File: src/hw/rtl/mfq_pkg.sv
// Package for the multilevel feedback queue scheduler.
// Holds default sizes, field widths, job record, status and state codes.
// No dependencies.
package mfq_pkg;

  localparam int LEVELS_DEF      = 5;
  localparam int QUEUE_DEPTH_DEF = 16;

  localparam int BASE_W = 10;
  localparam logic [BASE_W-1:0] BASE_SLICE_RST = 10'd10;

  localparam int ID_W   = 8;
  localparam int TIME_W = 16;
  localparam int WAIT_W = 32;
  localparam int OUT_W  = 80;

  localparam logic ACT_ARRIVE   = 1'b0;
  localparam logic ACT_DISPATCH = 1'b1;

  localparam logic REG_BASE_SLICE = 1'b0;

  typedef struct packed {
    logic [TIME_W-1:0] used;
    logic [TIME_W-1:0] need;
    logic [ID_W-1:0]   id;
  } job_t;

  localparam int JOB_W = $bits(job_t);

  typedef enum logic [1:0] {
    STAT_ACCEPT,
    STAT_RUN,
    STAT_EMPTY,
    STAT_FULL
  } status_t;

  typedef enum logic [1:0] {
    ST_IDLE,
    ST_HOLD,
    ST_READ,
    ST_MUL
  } st_t;

endpackage

File: src/hw/rtl/mfq_ram.sv
// Generic simple dual-port RAM, one write port and one registered read port.
// Depends on mfq_pkg for default sizes.
module mfq_ram import mfq_pkg::*; #(
  parameter int WIDTH = JOB_W,
  parameter int DEPTH = LEVELS_DEF * QUEUE_DEPTH_DEF
) (
  input  logic                     clk,
  input  logic                     we,
  input  logic [$clog2(DEPTH)-1:0] waddr,
  input  logic [WIDTH-1:0]         wdata,
  input  logic [$clog2(DEPTH)-1:0] raddr,
  output logic [WIDTH-1:0]         rdata
);

  logic [WIDTH-1:0] mem [DEPTH];

  always_ff @(posedge clk) begin
    if (we) begin
      mem[waddr] <= wdata;
    end
    rdata <= mem[raddr];
  end

endmodule

File: src/hw/rtl/multilevel_feedback_queue_scheduler.sv
// Multilevel feedback queue scheduler, top level.
// Depends on mfq_pkg and mfq_ram (job records, one entry per queue slot).
//
// Input channel s_*: one beat is one event. s_tuser selects arrival or
// dispatch; an arrival carries job id and needed time in s_tdata.
// Output channel m_*: exactly one result beat per input beat, in order.
// m_tuser is the status, m_tdata the dispatch details and the wait total.
// Config: APB port, one register (base_slice) at byte address 0.
//
// Timing: arrivals and empty dispatches answer from the idle state, or from
// the hold state while the output register is busy. A real dispatch runs as
// queue memory read, then the used-time update and the slice times
// queued-jobs product, then the wait total update with the write-back of
// the demoted job. One event is in flight at a time, so s_tready is high
// only in the idle state. The result sits in an output register; a new
// beat is taken while it waits. If the receiver stalls, the block holds the
// next result in its working state until the output register frees up.
// Reset clears all queues, the wait total and base_slice (back to 10); the
// queue memory itself is not cleared and needs no clearing pass.
module multilevel_feedback_queue_scheduler import mfq_pkg::*; #(
  parameter int LEVELS      = LEVELS_DEF,
  parameter int QUEUE_DEPTH = QUEUE_DEPTH_DEF
) (
  input  logic              clk,
  input  logic              rst,
  // job_id [7:0], needed_time [23:8]
  input  logic [23:0]       s_tdata,
  // action [0]
  input  logic              s_tuser,
  input  logic              s_tvalid,
  output logic              s_tready,
  // run_id [7:0], run_level [10:8], slice_granted [24:11], used_after [40:25],
  // finished [41], wait_total [73:42], zero [79:74]
  output logic [OUT_W-1:0]  m_tdata,
  // status [1:0]
  output logic [1:0]        m_tuser,
  output logic              m_tvalid,
  input  logic              m_tready,
  input  logic              psel,
  input  logic              penable,
  input  logic              pwrite,
  input  logic [2:0]        paddr,
  input  logic [31:0]       pwdata,
  output logic [31:0]       prdata,
  output logic              pready
);

  localparam int LVL_W     = $clog2(LEVELS);
  localparam int PTR_W     = $clog2(QUEUE_DEPTH);
  localparam int CNT_W     = $clog2(QUEUE_DEPTH + 1);
  localparam int TOT_W     = $clog2(LEVELS * QUEUE_DEPTH + 1);
  localparam int SLICE_W   = BASE_W + LEVELS - 1;
  localparam int SUM_W     = ((SLICE_W > TIME_W) ? SLICE_W : TIME_W) + 1;
  localparam int PROD_W    = SLICE_W + TOT_W;
  localparam int ADDR_W    = LVL_W + PTR_W;
  localparam int MEM_DEPTH = LEVELS * (2 ** PTR_W);

  function automatic logic [PTR_W-1:0] ptr_inc(input logic [PTR_W-1:0] p);
    ptr_inc = (p == PTR_W'(QUEUE_DEPTH - 1)) ? '0 : p + 1'b1;
  endfunction

  // registers
  logic [BASE_W-1:0] base_slice;
  logic [PTR_W-1:0]  head_ptr [LEVELS];
  logic [PTR_W-1:0]  tail_ptr [LEVELS];
  logic [CNT_W-1:0]  level_count [LEVELS];
  logic [TOT_W-1:0]  job_total;
  logic [WAIT_W-1:0] wait_accum;
  st_t               state, state_next;

  logic              hold_action;
  logic [ID_W-1:0]   hold_id;
  logic [TIME_W-1:0] hold_need;

  logic [LVL_W-1:0]   run_lvl;
  logic [SLICE_W-1:0] run_slice;
  logic [TOT_W-1:0]   run_others;
  logic [ID_W-1:0]    run_id;
  logic [TIME_W-1:0]  run_need;
  logic [TIME_W-1:0]  run_used;
  logic               run_done;
  logic [PROD_W-1:0]  run_prod;

  // combinational
  logic              s_fire, out_free;
  logic              any_ready;
  logic [LVL_W-1:0]  top_lvl;
  logic              cur_action;
  logic [ID_W-1:0]   cur_id;
  logic [TIME_W-1:0] cur_need;
  logic              level0_full;
  logic              start_pop, do_short, do_finish, arrive_push, demote_push;
  logic [LVL_W-1:0]  nxt_lvl, dst_lvl, push_lvl;
  logic [SUM_W-1:0]  used_sum;
  logic [TIME_W-1:0] used_sat;
  logic [WAIT_W:0]   wait_sum;
  logic [WAIT_W-1:0] wait_next;
  job_t              rd_job, wr_job;
  logic              mem_we;
  logic [ADDR_W-1:0] mem_waddr, mem_raddr;
  logic [JOB_W-1:0]  mem_rdata;
  logic              cfg_we;

  assign s_fire   = s_tvalid && s_tready;
  assign out_free = !m_tvalid || m_tready;

  always_comb begin
    any_ready = 1'b0;
    top_lvl   = '0;
    for (int i = LEVELS - 1; i >= 0; i--) begin
      if (level_count[i] != '0) begin
        any_ready = 1'b1;
        top_lvl   = LVL_W'(i);
      end
    end
  end

  assign cur_action  = (state == ST_HOLD) ? hold_action : s_tuser;
  assign cur_id      = (state == ST_HOLD) ? hold_id : s_tdata[7:0];
  assign cur_need    = (state == ST_HOLD) ? hold_need : s_tdata[23:8];
  assign level0_full = level_count[0] == CNT_W'(QUEUE_DEPTH);

  // next state
  always_comb begin
    state_next = state;
    case (state)
      ST_IDLE: begin
        if (s_fire) begin
          if (s_tuser == ACT_DISPATCH && any_ready) begin
            state_next = ST_READ;
          end else if (!out_free) begin
            state_next = ST_HOLD;
          end
        end
      end
      ST_HOLD: begin
        if (out_free) begin
          state_next = ST_IDLE;
        end
      end
      ST_READ: state_next = ST_MUL;
      ST_MUL: begin
        if (out_free) begin
          state_next = ST_IDLE;
        end
      end
      default: state_next = ST_IDLE;
    endcase
  end

  // control strobes
  always_comb begin
    s_tready  = 1'b0;
    start_pop = 1'b0;
    do_short  = 1'b0;
    do_finish = 1'b0;
    case (state)
      ST_IDLE: begin
        s_tready  = 1'b1;
        start_pop = s_fire && s_tuser == ACT_DISPATCH && any_ready;
        do_short  = s_fire && !(s_tuser == ACT_DISPATCH && any_ready) && out_free;
      end
      ST_HOLD: do_short  = out_free;
      ST_MUL:  do_finish = out_free;
      default: ;
    endcase
  end

  assign arrive_push = do_short && cur_action == ACT_ARRIVE && !level0_full;
  assign demote_push = do_finish && !run_done;

  // demotion target, falls back to the own level when the lower one is full
  assign nxt_lvl  = (run_lvl == LVL_W'(LEVELS - 1)) ? run_lvl : LVL_W'(run_lvl + 1'b1);
  assign dst_lvl  = (level_count[nxt_lvl] == CNT_W'(QUEUE_DEPTH)) ? run_lvl : nxt_lvl;
  assign push_lvl = arrive_push ? '0 : dst_lvl;

  // job memory
  assign rd_job = job_t'(mem_rdata);

  always_comb begin
    if (arrive_push) begin
      wr_job.used = '0;
      wr_job.need = cur_need;
      wr_job.id   = cur_id;
    end else begin
      wr_job.used = run_used;
      wr_job.need = run_need;
      wr_job.id   = run_id;
    end
  end

  assign mem_we    = arrive_push || demote_push;
  assign mem_waddr = {push_lvl, tail_ptr[push_lvl]};
  assign mem_raddr = {top_lvl, head_ptr[top_lvl]};

  mfq_ram #(
    .WIDTH (JOB_W),
    .DEPTH (MEM_DEPTH)
  ) u_job_ram (
    .clk   (clk),
    .we    (mem_we),
    .waddr (mem_waddr),
    .wdata (wr_job),
    .raddr (mem_raddr),
    .rdata (mem_rdata)
  );

  // arithmetic
  assign used_sum  = SUM_W'(rd_job.used) + SUM_W'(run_slice);
  assign used_sat  = (used_sum > SUM_W'({TIME_W{1'b1}})) ? {TIME_W{1'b1}} : used_sum[TIME_W-1:0];
  assign wait_sum  = {1'b0, wait_accum} + (WAIT_W + 1)'(run_prod);
  assign wait_next = wait_sum[WAIT_W] ? {WAIT_W{1'b1}} : wait_sum[WAIT_W-1:0];

  // state register and queue bookkeeping
  always_ff @(posedge clk) begin
    if (rst) begin
      state      <= ST_IDLE;
      job_total  <= '0;
      wait_accum <= '0;
      for (int i = 0; i < LEVELS; i++) begin
        head_ptr[i]    <= '0;
        tail_ptr[i]    <= '0;
        level_count[i] <= '0;
      end
    end else begin
      state <= state_next;
      for (int i = 0; i < LEVELS; i++) begin
        if (start_pop && top_lvl == LVL_W'(i)) begin
          head_ptr[i]    <= ptr_inc(head_ptr[i]);
          level_count[i] <= level_count[i] - 1'b1;
        end
        if (mem_we && push_lvl == LVL_W'(i)) begin
          tail_ptr[i]    <= ptr_inc(tail_ptr[i]);
          level_count[i] <= level_count[i] + 1'b1;
        end
      end
      if (arrive_push) begin
        job_total <= job_total + 1'b1;
      end else if (do_finish && run_done) begin
        job_total <= job_total - 1'b1;
      end
      if (do_finish) begin
        wait_accum <= wait_next;
      end
    end
  end

  // working registers
  always_ff @(posedge clk) begin
    if (s_fire) begin
      hold_action <= s_tuser;
      hold_id     <= s_tdata[7:0];
      hold_need   <= s_tdata[23:8];
    end
    if (start_pop) begin
      run_lvl    <= top_lvl;
      run_slice  <= SLICE_W'(base_slice) << top_lvl;
      run_others <= job_total - 1'b1;
    end
    if (state == ST_READ) begin
      run_id   <= rd_job.id;
      run_need <= rd_job.need;
      run_used <= used_sat;
      run_done <= used_sat >= rd_job.need;
      run_prod <= PROD_W'(run_slice) * PROD_W'(run_others);
    end
  end

  // output register
  always_ff @(posedge clk) begin
    if (rst) begin
      m_tvalid <= 1'b0;
    end else if (do_short || do_finish) begin
      m_tvalid <= 1'b1;
    end else if (m_tready) begin
      m_tvalid <= 1'b0;
    end
  end

  always_ff @(posedge clk) begin
    if (do_finish) begin
      m_tuser <= STAT_RUN;
      m_tdata <= {6'd0, wait_next, run_done, run_used, 14'(run_slice), 3'(run_lvl), run_id};
    end else if (do_short) begin
      if (cur_action == ACT_DISPATCH) begin
        m_tuser <= STAT_EMPTY;
      end else if (level0_full) begin
        m_tuser <= STAT_FULL;
      end else begin
        m_tuser <= STAT_ACCEPT;
      end
      m_tdata <= {6'd0, wait_accum, 42'd0};
    end
  end

  // config port
  assign pready = 1'b1;
  assign cfg_we = psel && penable && pwrite && pready && paddr[2] == REG_BASE_SLICE;
  assign prdata = (paddr[2] == REG_BASE_SLICE) ? 32'(base_slice) : 32'd0;

  always_ff @(posedge clk) begin
    if (rst) begin
      base_slice <= BASE_SLICE_RST;
    end else if (cfg_we) begin
      base_slice <= pwdata[BASE_W-1:0];
    end
  end

endmodule

File: config.mk
export PLATFORM = sky130hd
export DESIGN_NAME = multilevel_feedback_queue_scheduler
export DESIGN_NICKNAME = d
export VERILOG_FILES = /design/src/hw/rtl/mfq_pkg.sv /design/src/hw/rtl/mfq_ram.sv /design/src/hw/rtl/multilevel_feedback_queue_scheduler.sv
export SDC_FILE = /design/constraint.sdc
export NUM_CORES = 2
export LEC_CHECK = 0
export ABC_CLOCK_PERIOD_IN_PS = 8750
export BUFFER_PORTS_ARGS = -buffer_cell sky130_fd_sc_hd__buf_4
export CAP_MARGIN = 40
export CORE_MARGIN = 4
export CORE_UTILIZATION = 30
export DETAILED_ROUTE_END_ITERATION = 12
export GPL_TIMING_DRIVEN = 0
export SLEW_MARGIN = 20
export SYNTH_ARGS = -nofsm -noshare
export SYNTH_HDL_FRONTEND = slang
export SYNTH_HIERARCHICAL = 1
export SYNTH_SLANG_ARGS = --single-unit
File: constraint.sdc
create_clock -name clk -period 8.75 [get_ports clk]
set_input_delay 1.75 -clock clk [delete_from_list [all_inputs] [get_ports clk]]
set_output_delay 1.75 -clock clk [all_outputs]
set_load 0.05 [all_outputs]
Word-level counts from Yosys, hierarchy flattened

Memories as Yosys holds them, arrays and structs flattened. A register that Yosys moved wholly into a read port is not among the register bits.
Cells that the tools add are included.

$add $sub $neg: 25
$mul: 1
Order comparisons: 2
Equal/unequal tests: 27
Shift operators: 1
Multiplexer cells: 101
Bitwise operators: 22
Reduce and logical (&&, ||, !) cells: 43

Operators with widths:

| kind                                                            | count |
|---|---|
| two-way mux 74 bit                                              | 2 |
| two-way mux 4 bit                                               | 20 |
| two-way mux 5 bit                                               | 10 |
| two-way mux 1 bit                                               | 45 |
| adder 4 x 1 -> 4 bit, second input constant                     | 10 |
| == test 4 bit, second input constant                            | 10 |
| two-way mux 40 bit                                              | 1 |
| adder 32 x 21 -> 33 bit                                         | 1 |
| two-way mux 16 bit                                              | 2 |
| two-way mux 32 bit                                              | 1 |
| adder 5 x 1 -> 5 bit, second input constant                     | 5 |
| nonzero test 5 bit                                              | 5 |
| subtractor 5 x 1 -> 5 bit, second input constant                | 5 |
| two-way mux 3 bit                                               | 8 |
| logical AND 1 bit                                               | 23 |
| multiplier 14 x 7 -> 21 bit                                     | 1 |
| OR 1 bit                                                        | 20 |
| adder 16 x 14 -> 17 bit                                         | 1 |
| greater-than comparator 17 x 16 -> 1 bit, second input constant | 1 |
| >= comparator 16 bit                                            | 1 |
| two-way mux 7 bit                                               | 2 |
| left shift 10 x 3 -> 14 bit                                     | 1 |
| == test 3 x 2 -> 1 bit, second input constant                   | 4 |
| two-way mux 2 bit                                               | 6 |
| other kinds (23)                                                | 37 |

Bits in registers: 239
Memory bits (writable): 3265
Bits of input ports: 67
Output and inout port bits: 117
Logic and storage cells: 244
Memories kept: 4

Memory list:

| memory        | depth | bits a word | read ports | clocked after memory_dff | write ports | line                                      | source |
|---|---|---|---|---|---|---|---|
| u_job_ram.mem | 80    | 40          | 1          | 1                        | 1           | mfq_ram.sv:15                             | `logic [WIDTH-1:0] mem [DEPTH];` |
| level_count   | 5     | 5           | 6          | 0                        | 5           | multilevel_feedback_queue_scheduler.sv:66 | `logic [CNT_W-1:0] level_count [LEVELS];` |
| head_ptr      | 5     | 4           | 6          | 0                        | 5           | multilevel_feedback_queue_scheduler.sv:64 | `logic [PTR_W-1:0] head_ptr [LEVELS];` |
| tail_ptr      | 5     | 4           | 6          | 0                        | 5           | multilevel_feedback_queue_scheduler.sv:65 | `logic [PTR_W-1:0] tail_ptr [LEVELS];` |

Depth between registers and ports, before layout

An unclocked memory read counts as a cell.

Depth after elaboration: 21
Depth in mapped cells: 21

Modules after synthesis

The synthesis kept the hierarchy.

By module, submodules not included:

| module                              | instances | cells an instance | area each (µm²) | seq. area each (µm²) |
|---|---|---|---|---|
| mfq_ram                             | 1         | 5231              | 122819.0        | 96892.9 |
| multilevel_feedback_queue_scheduler | 1         | 1835              | 19053.3         | 8588.2 |

Least setup slack after synthesis

OpenSTA, ideal clock, no wires.

Path kind: input -> register
Start point: in m_tready
End point: mem u_job_ram/mem[41][0] (netlist name), enable pin
Setup time: 0.487 ns
Data arrival time: 6.462 ns
Required time: 8.263 ns
Path slack: 1.802 ns
Stages on the path: 11
Path buffers: 2
Cell sequence: nand2b_1 -> nand3_1 -> nand2b_1 -> clkbuf_1 -> and2_1 -> buf_4 -> nand3_1 -> a21oi_1 -> nor2b_1 -> nand4_1 -> nor3_1

Elaborated cells on any way between the ends: 12
Classes of those cells: mux: 5; reduce/logical: 6; memory: 1

RTL lines:

| item                              | line                                       | source |
|---|---|---|
| start, declared                   | multilevel_feedback_queue_scheduler.sv:38  | `input logic m_tready,` |
| logical OR 1 bit *                | multilevel_feedback_queue_scheduler.sv:105 | `assign out_free = !m_tvalid \|\| m_tready;` |
| logical AND 1 bit                 | multilevel_feedback_queue_scheduler.sv:161 | `do_short = s_fire && !(s_tuser == ACT_DISPATCH && any_ready) && out_free;` |
| case mux 1 bit (2 select lines) * | multilevel_feedback_queue_scheduler.sv:157 | `case (state)` |
| logical AND 1 bit * (2 in series) | multilevel_feedback_queue_scheduler.sv:169 | `assign arrive_push = do_short && cur_action == ACT_ARRIVE && !level0_full;` |
| two-way mux 3 bit *               | multilevel_feedback_queue_scheduler.sv:175 | `assign push_lvl = arrive_push ? '0 : dst_lvl;` |
| named net mem_waddr[4]            | multilevel_feedback_queue_scheduler.sv:100 | `logic [ADDR_W-1:0] mem_waddr, mem_raddr;` |
| memory read (5 x 4 bit) *         | --                                         |  |
| named net mem_waddr[3]            | multilevel_feedback_queue_scheduler.sv:100 |  |
| end, declared                     | mfq_ram.sv:15                              |  |

The timed path passes the listed nets; every way through them passes the cells marked *.

==> results.txt <==
----------------------------------------------------
[Placement]
  Placer Congestion ... about 0.9
  Port bufs ... about 130
  Total placed cells including tap cells ... between 10000 and 15000
  Instance area after placement ... ~160000 um2
  HPWL reported at the end of detailed placement ... 307000 um

[Clock tree]
  Cell at the root of the clock tree ... sky130_fd_sc_hd__clkbuf_16
  Number of gates given a new drive strength after cts ... 0
  Count of buffers added by post-CTS timing repair for setup ... 0
  Clock tree buffer depth ... 4
  CTS Sinks ... approximately 3500
  TritonCTS clock tree ... done
  Hold Buf Count CTS ... 0
  Clock buffers created by TritonCTS ... approximately 360
  Source-to-sink clock delay at the later pin of the worst-skew pair ... 0.97 ns
  Clock transition at path regs ... roughly 0.060 ns
  Number of H-tree levels ... 5

[Setup path]
  Maximum fanout along the worst path ... 10
  Flop-to-flop setup slack ... between 0.4 and 0.5 ns
  Worst Path Arrival ... just under 9 ns
  Critical path buffers and inverters ... 6
  Reg-to-reg startpoint ... level_count[1][1]
  Depth of the critical timing path with buffers and inverters included ... 16
  FF-to-FF End ... u_job_ram/rdata[10]
  Worst Setup EP ... u_job_ram/rdata[10]
  Critical Path Slowest Stage Cell ... sky130_fd_sc_hd__o21ai_1
  FF-to-FF path depth ... 16
  Category of cells accounting for the largest share of critical-path delay ... buffers and inverters
  Delay of the slowest critical-path stage ... 0.75 ns
  Sort of element at the end of the critical path ... flip-flop
  Type of the setup path with the least slack ... flip-flop to flip-flop
  Worst path most repeated cell ... sky130_fd_sc_hd__buf_2
  Worst Path Required ... roughly 9.4 ns
  Cells along the critical path ... or2_2 > or4_1 > a31oi_1 > nor2_1 > clkbuf_1 > o211ai_1 > o21ai_0 > o21ai_1 > buf_2 > buf_2 > buf_2 > buf_1 > buf_2 > mux4_2 > a211oi_1 > o22ai_1
  Critical path launch point type ... flip-flop
  Launching instance or port of the critical path ... level_count[1][1]

[Routing]
  Post-Route WL ... ~430000 um
  Routed vias/inst ... 5.35
  Mean routed wirelength per cell ... 29.8 um
  Remaining routing DRC violations ... 0
  Violation count after the first detailed-route iteration ... approximately 11000
  Vias after detailed routing ... 77500
  Antenna Violating Nets Remaining ... 0
  Router iterations before antenna repair ... 6

[Hold path]
  Classification of the worst-slack hold path ... flip-flop to flip-flop

[Synth]
  Distinct cell type count of the synthesized netlist ... between 90 and 100
  Post-synth EDFFs ... between 3000 and 4000
  Synthesized instance count ... slightly above 7000
  Most used flip-flop cell after synthesis ... sky130_fd_sc_hd__edfxtp_1
  Synth cell count leaders ... sky130_fd_sc_hd__edfxtp_1 (3450), sky130_fd_sc_hd__mux4_2 (774), sky130_fd_sc_hd__mux2i_1 (300)
  Synth area leaders ... sky130_fd_sc_hd__edfxtp_1 (73%), sky130_fd_sc_hd__mux4_2 (12%), sky130_fd_sc_hd__mux2i_1 (2.1%)
  Library cell with the highest instance count after synthesis ... sky130_fd_sc_hd__edfxtp_1
  Synthesis Warnings ... 6
  Total standard cell area after synthesis ... around 140000 um2
  Average cell area after synthesis ... 20.1 um2
  Most area-hungry cell type in the Yosys netlist ... sky130_fd_sc_hd__edfxtp_1
  Flip-flop and latch count after synthesis ... roughly 3500
  Area share of the largest cell type after synthesis ... 0.730
  Sequential area share after synthesis ... 0.743
  Share of synthesized flip-flops with an asynchronous set or reset ... 0

[Timing]
  Worst Clk Skew ... just under 0.1 ns
  Final cycle utilization of the critical path ... 0.945
  Max-slew headroom ... 0.258
  Max frequency ... ~120 MHz
  Final setup violating endpoints ... 0
  Total count of hold-check failures in the final report ... 0
  Final min period ... approximately 8.3 ns
  Max-slew violation total from the final report ... 0
  Unrepaired setup endpoints after global routing ... no
  Tightest Pin Transition ... 1.11 ns
  Final hold slack ... roughly 0.40 ns

[Power]
  Combinational share of power ... 0.193
  Leak pwr ... about 55 nW
  Power density cells ... 257 nW/um2
  Cell-internal power ... 31.6 mW
  Switching part of the total ... 0.280
  Part of the total power dissipated in sequential elements ... 0.451
  Switching component of the power ... 12.3 mW
  Share of total power in the clock network ... 0.356
  Max VDD drop ... roughly 0.00018 V

[Global route]
  Antenna violations before repair ... 34
  Global-route congestion overflow total ... 0
  Number of global-route vias before repair ... about 76000
  Pin count of the biggest net entering global routing ... slightly above 80
  First-pass GRT wire length ... just under 600000 um
  Combined global-route utilization of all metal layers ... 0.173

[Floorplanning]
  Die Area ... between 400000 and 500000 um2
  Initial core utilization ... 0.301
  Die height ... 696 um
  Top Ports ... ~180
  Standard cell core area ... around 470000 um2
  Die boundary width ... 696 um
  Floorplan row count ... ~250

[Finish]
  Proportion of layout cells with a drive suffix above 1 ... 0.269
  Post-route insts no fill ... about 14000
  Net total in the final layout ... 8196
  Final instance area ... approximately 170000 um2
  Area growth from synthesis to layout ... 20.5%

[Run status]
  Status ... finished, final reports clean

[Flow run]
  Max_cap viols ... 0

----------------------------------------------------
[state kept, by name (all words and copies together), names as in the netlist, 16 cells and up]
| register | flops |
|---|---|
| run_used | 16 |
| u_job_ram/mem | 3200 |
| level_count | 25 |
| wait_accum | 32 |
| m_tdata | 74 |
| hold_need | 16 |
| run_need | 16 |
| run_prod | 21 |
| u_job_ram/rdata | 40 |
| tail_ptr | 20 |
| head_ptr | 20 |
[layout by cell type (no fill, tap or decap), drive strengths merged, types with 13 or more instances in the layout]
master	n
edfxtp	3450
mux4	774
buf	699
clkbuf	602
mux2i	301
nand2	242
nor2	241
o21ai	167
clkinv	166
a21oi	145
inv	135
ha	119
and2	113
dfxtp	94
a221oi	77
fa	65
nand3	60
nor2b	51
a211oi	51
xnor2	49
mux2	47
bufinv	40
a31oi	38
nand2b	36
o22ai	36
o221ai	32
a21o	29
conb	29
xor2	27
nor3	26
o22a	25
and3	24
a22o	19
a221o	18
o211ai	16
diode	14
nand4b	14
clkinvlp	14
o41ai	13
[layout make-up]
cell class                 count  area, um2
antenna                       14       35.0
tap                         6223       7790
clock inverter               233       2680
buffer                       380       1890
fill                       42800     300000
multi-input combinational   3047      35100
timing repair buffer         489       8140
inverter                     122        460
clock buffer                 432       9400
sequential                  3544     105000
[worst reg2reg max path: cells and delay by family (launching register included)]
| family | cells | cell delay, ns |
|---|---|---|
| simple gates | 3 | 1.07 |
| buf+inv | 6 | 3.02 |
| mux | 1 | 0.48 |
| compound gates | 6 | 2.88 |
| flops | 1 | 0.46 |
[power groups by stage]
stage               registers [mW]  logic (mW)  clock network, mW
global route                  19.9        8.85               16.6
floorplan                     20.3        4.49                  0
CTS                           19.8        8.31               15.9
finish                        19.8        8.47               15.7
detailed placement            20.2        8.27                  0
global placement              20.5        7.49                  0
[kinds of logic after synthesis]
logic type	after synthesis	share of synthesized area
buffers and inverters	502	0.0163
and+or+nand+nor	876	0.0304
muxes	1122	0.148
AOI/OAI and AO/OA	760	0.0375
adders and majority gates	184	0.0197
DFF	3544	0.743
xor gates and xnor gates	76	0.00469
other	2	0.0000529
[routing by layer]
layer	vias up	track usage	part of all wire
met1	41100	0.229	0.38
met2	4709	0.269	0.45
met5	-	0	0.00092
met3	911	0.0494	0.12
met4	26	0.0707	0.046
li1	30800	-	-
[metrics by stage]
step	utilization	setup TNS, ns	power, mW	setup WS, ns
floorplan	-	0	24.8	1.80
global placement	0.320	-9594.67	28.0	-4.37
detailed placement	0.337	0	28.5	0.464
CTS	0.362	0	44.0	0.322
global route	0.363	0	45.3	0.579
finish	0.363	0	44.0	0.483
[worst min path at each step]
stage | startpoint | end | slack [ns] | depth (start not counted)
floorplan | u_job_ram/rdata[0] | run_id[0] | 0.39 | 0
detailed placement | u_job_ram/rdata[1] | run_id[1] | 0.39 | 0
global placement | u_job_ram/rdata[0] | run_id[0] | 0.40 | 0
global route | u_job_ram/rdata[1] | run_id[1] | 0.41 | 0
CTS | u_job_ram/rdata[1] | run_id[1] | 0.41 | 0
finish | u_job_ram/rdata[1] | run_id[1] | 0.40 | 0
Note: power is estimated with default switching activity, not from simulation.
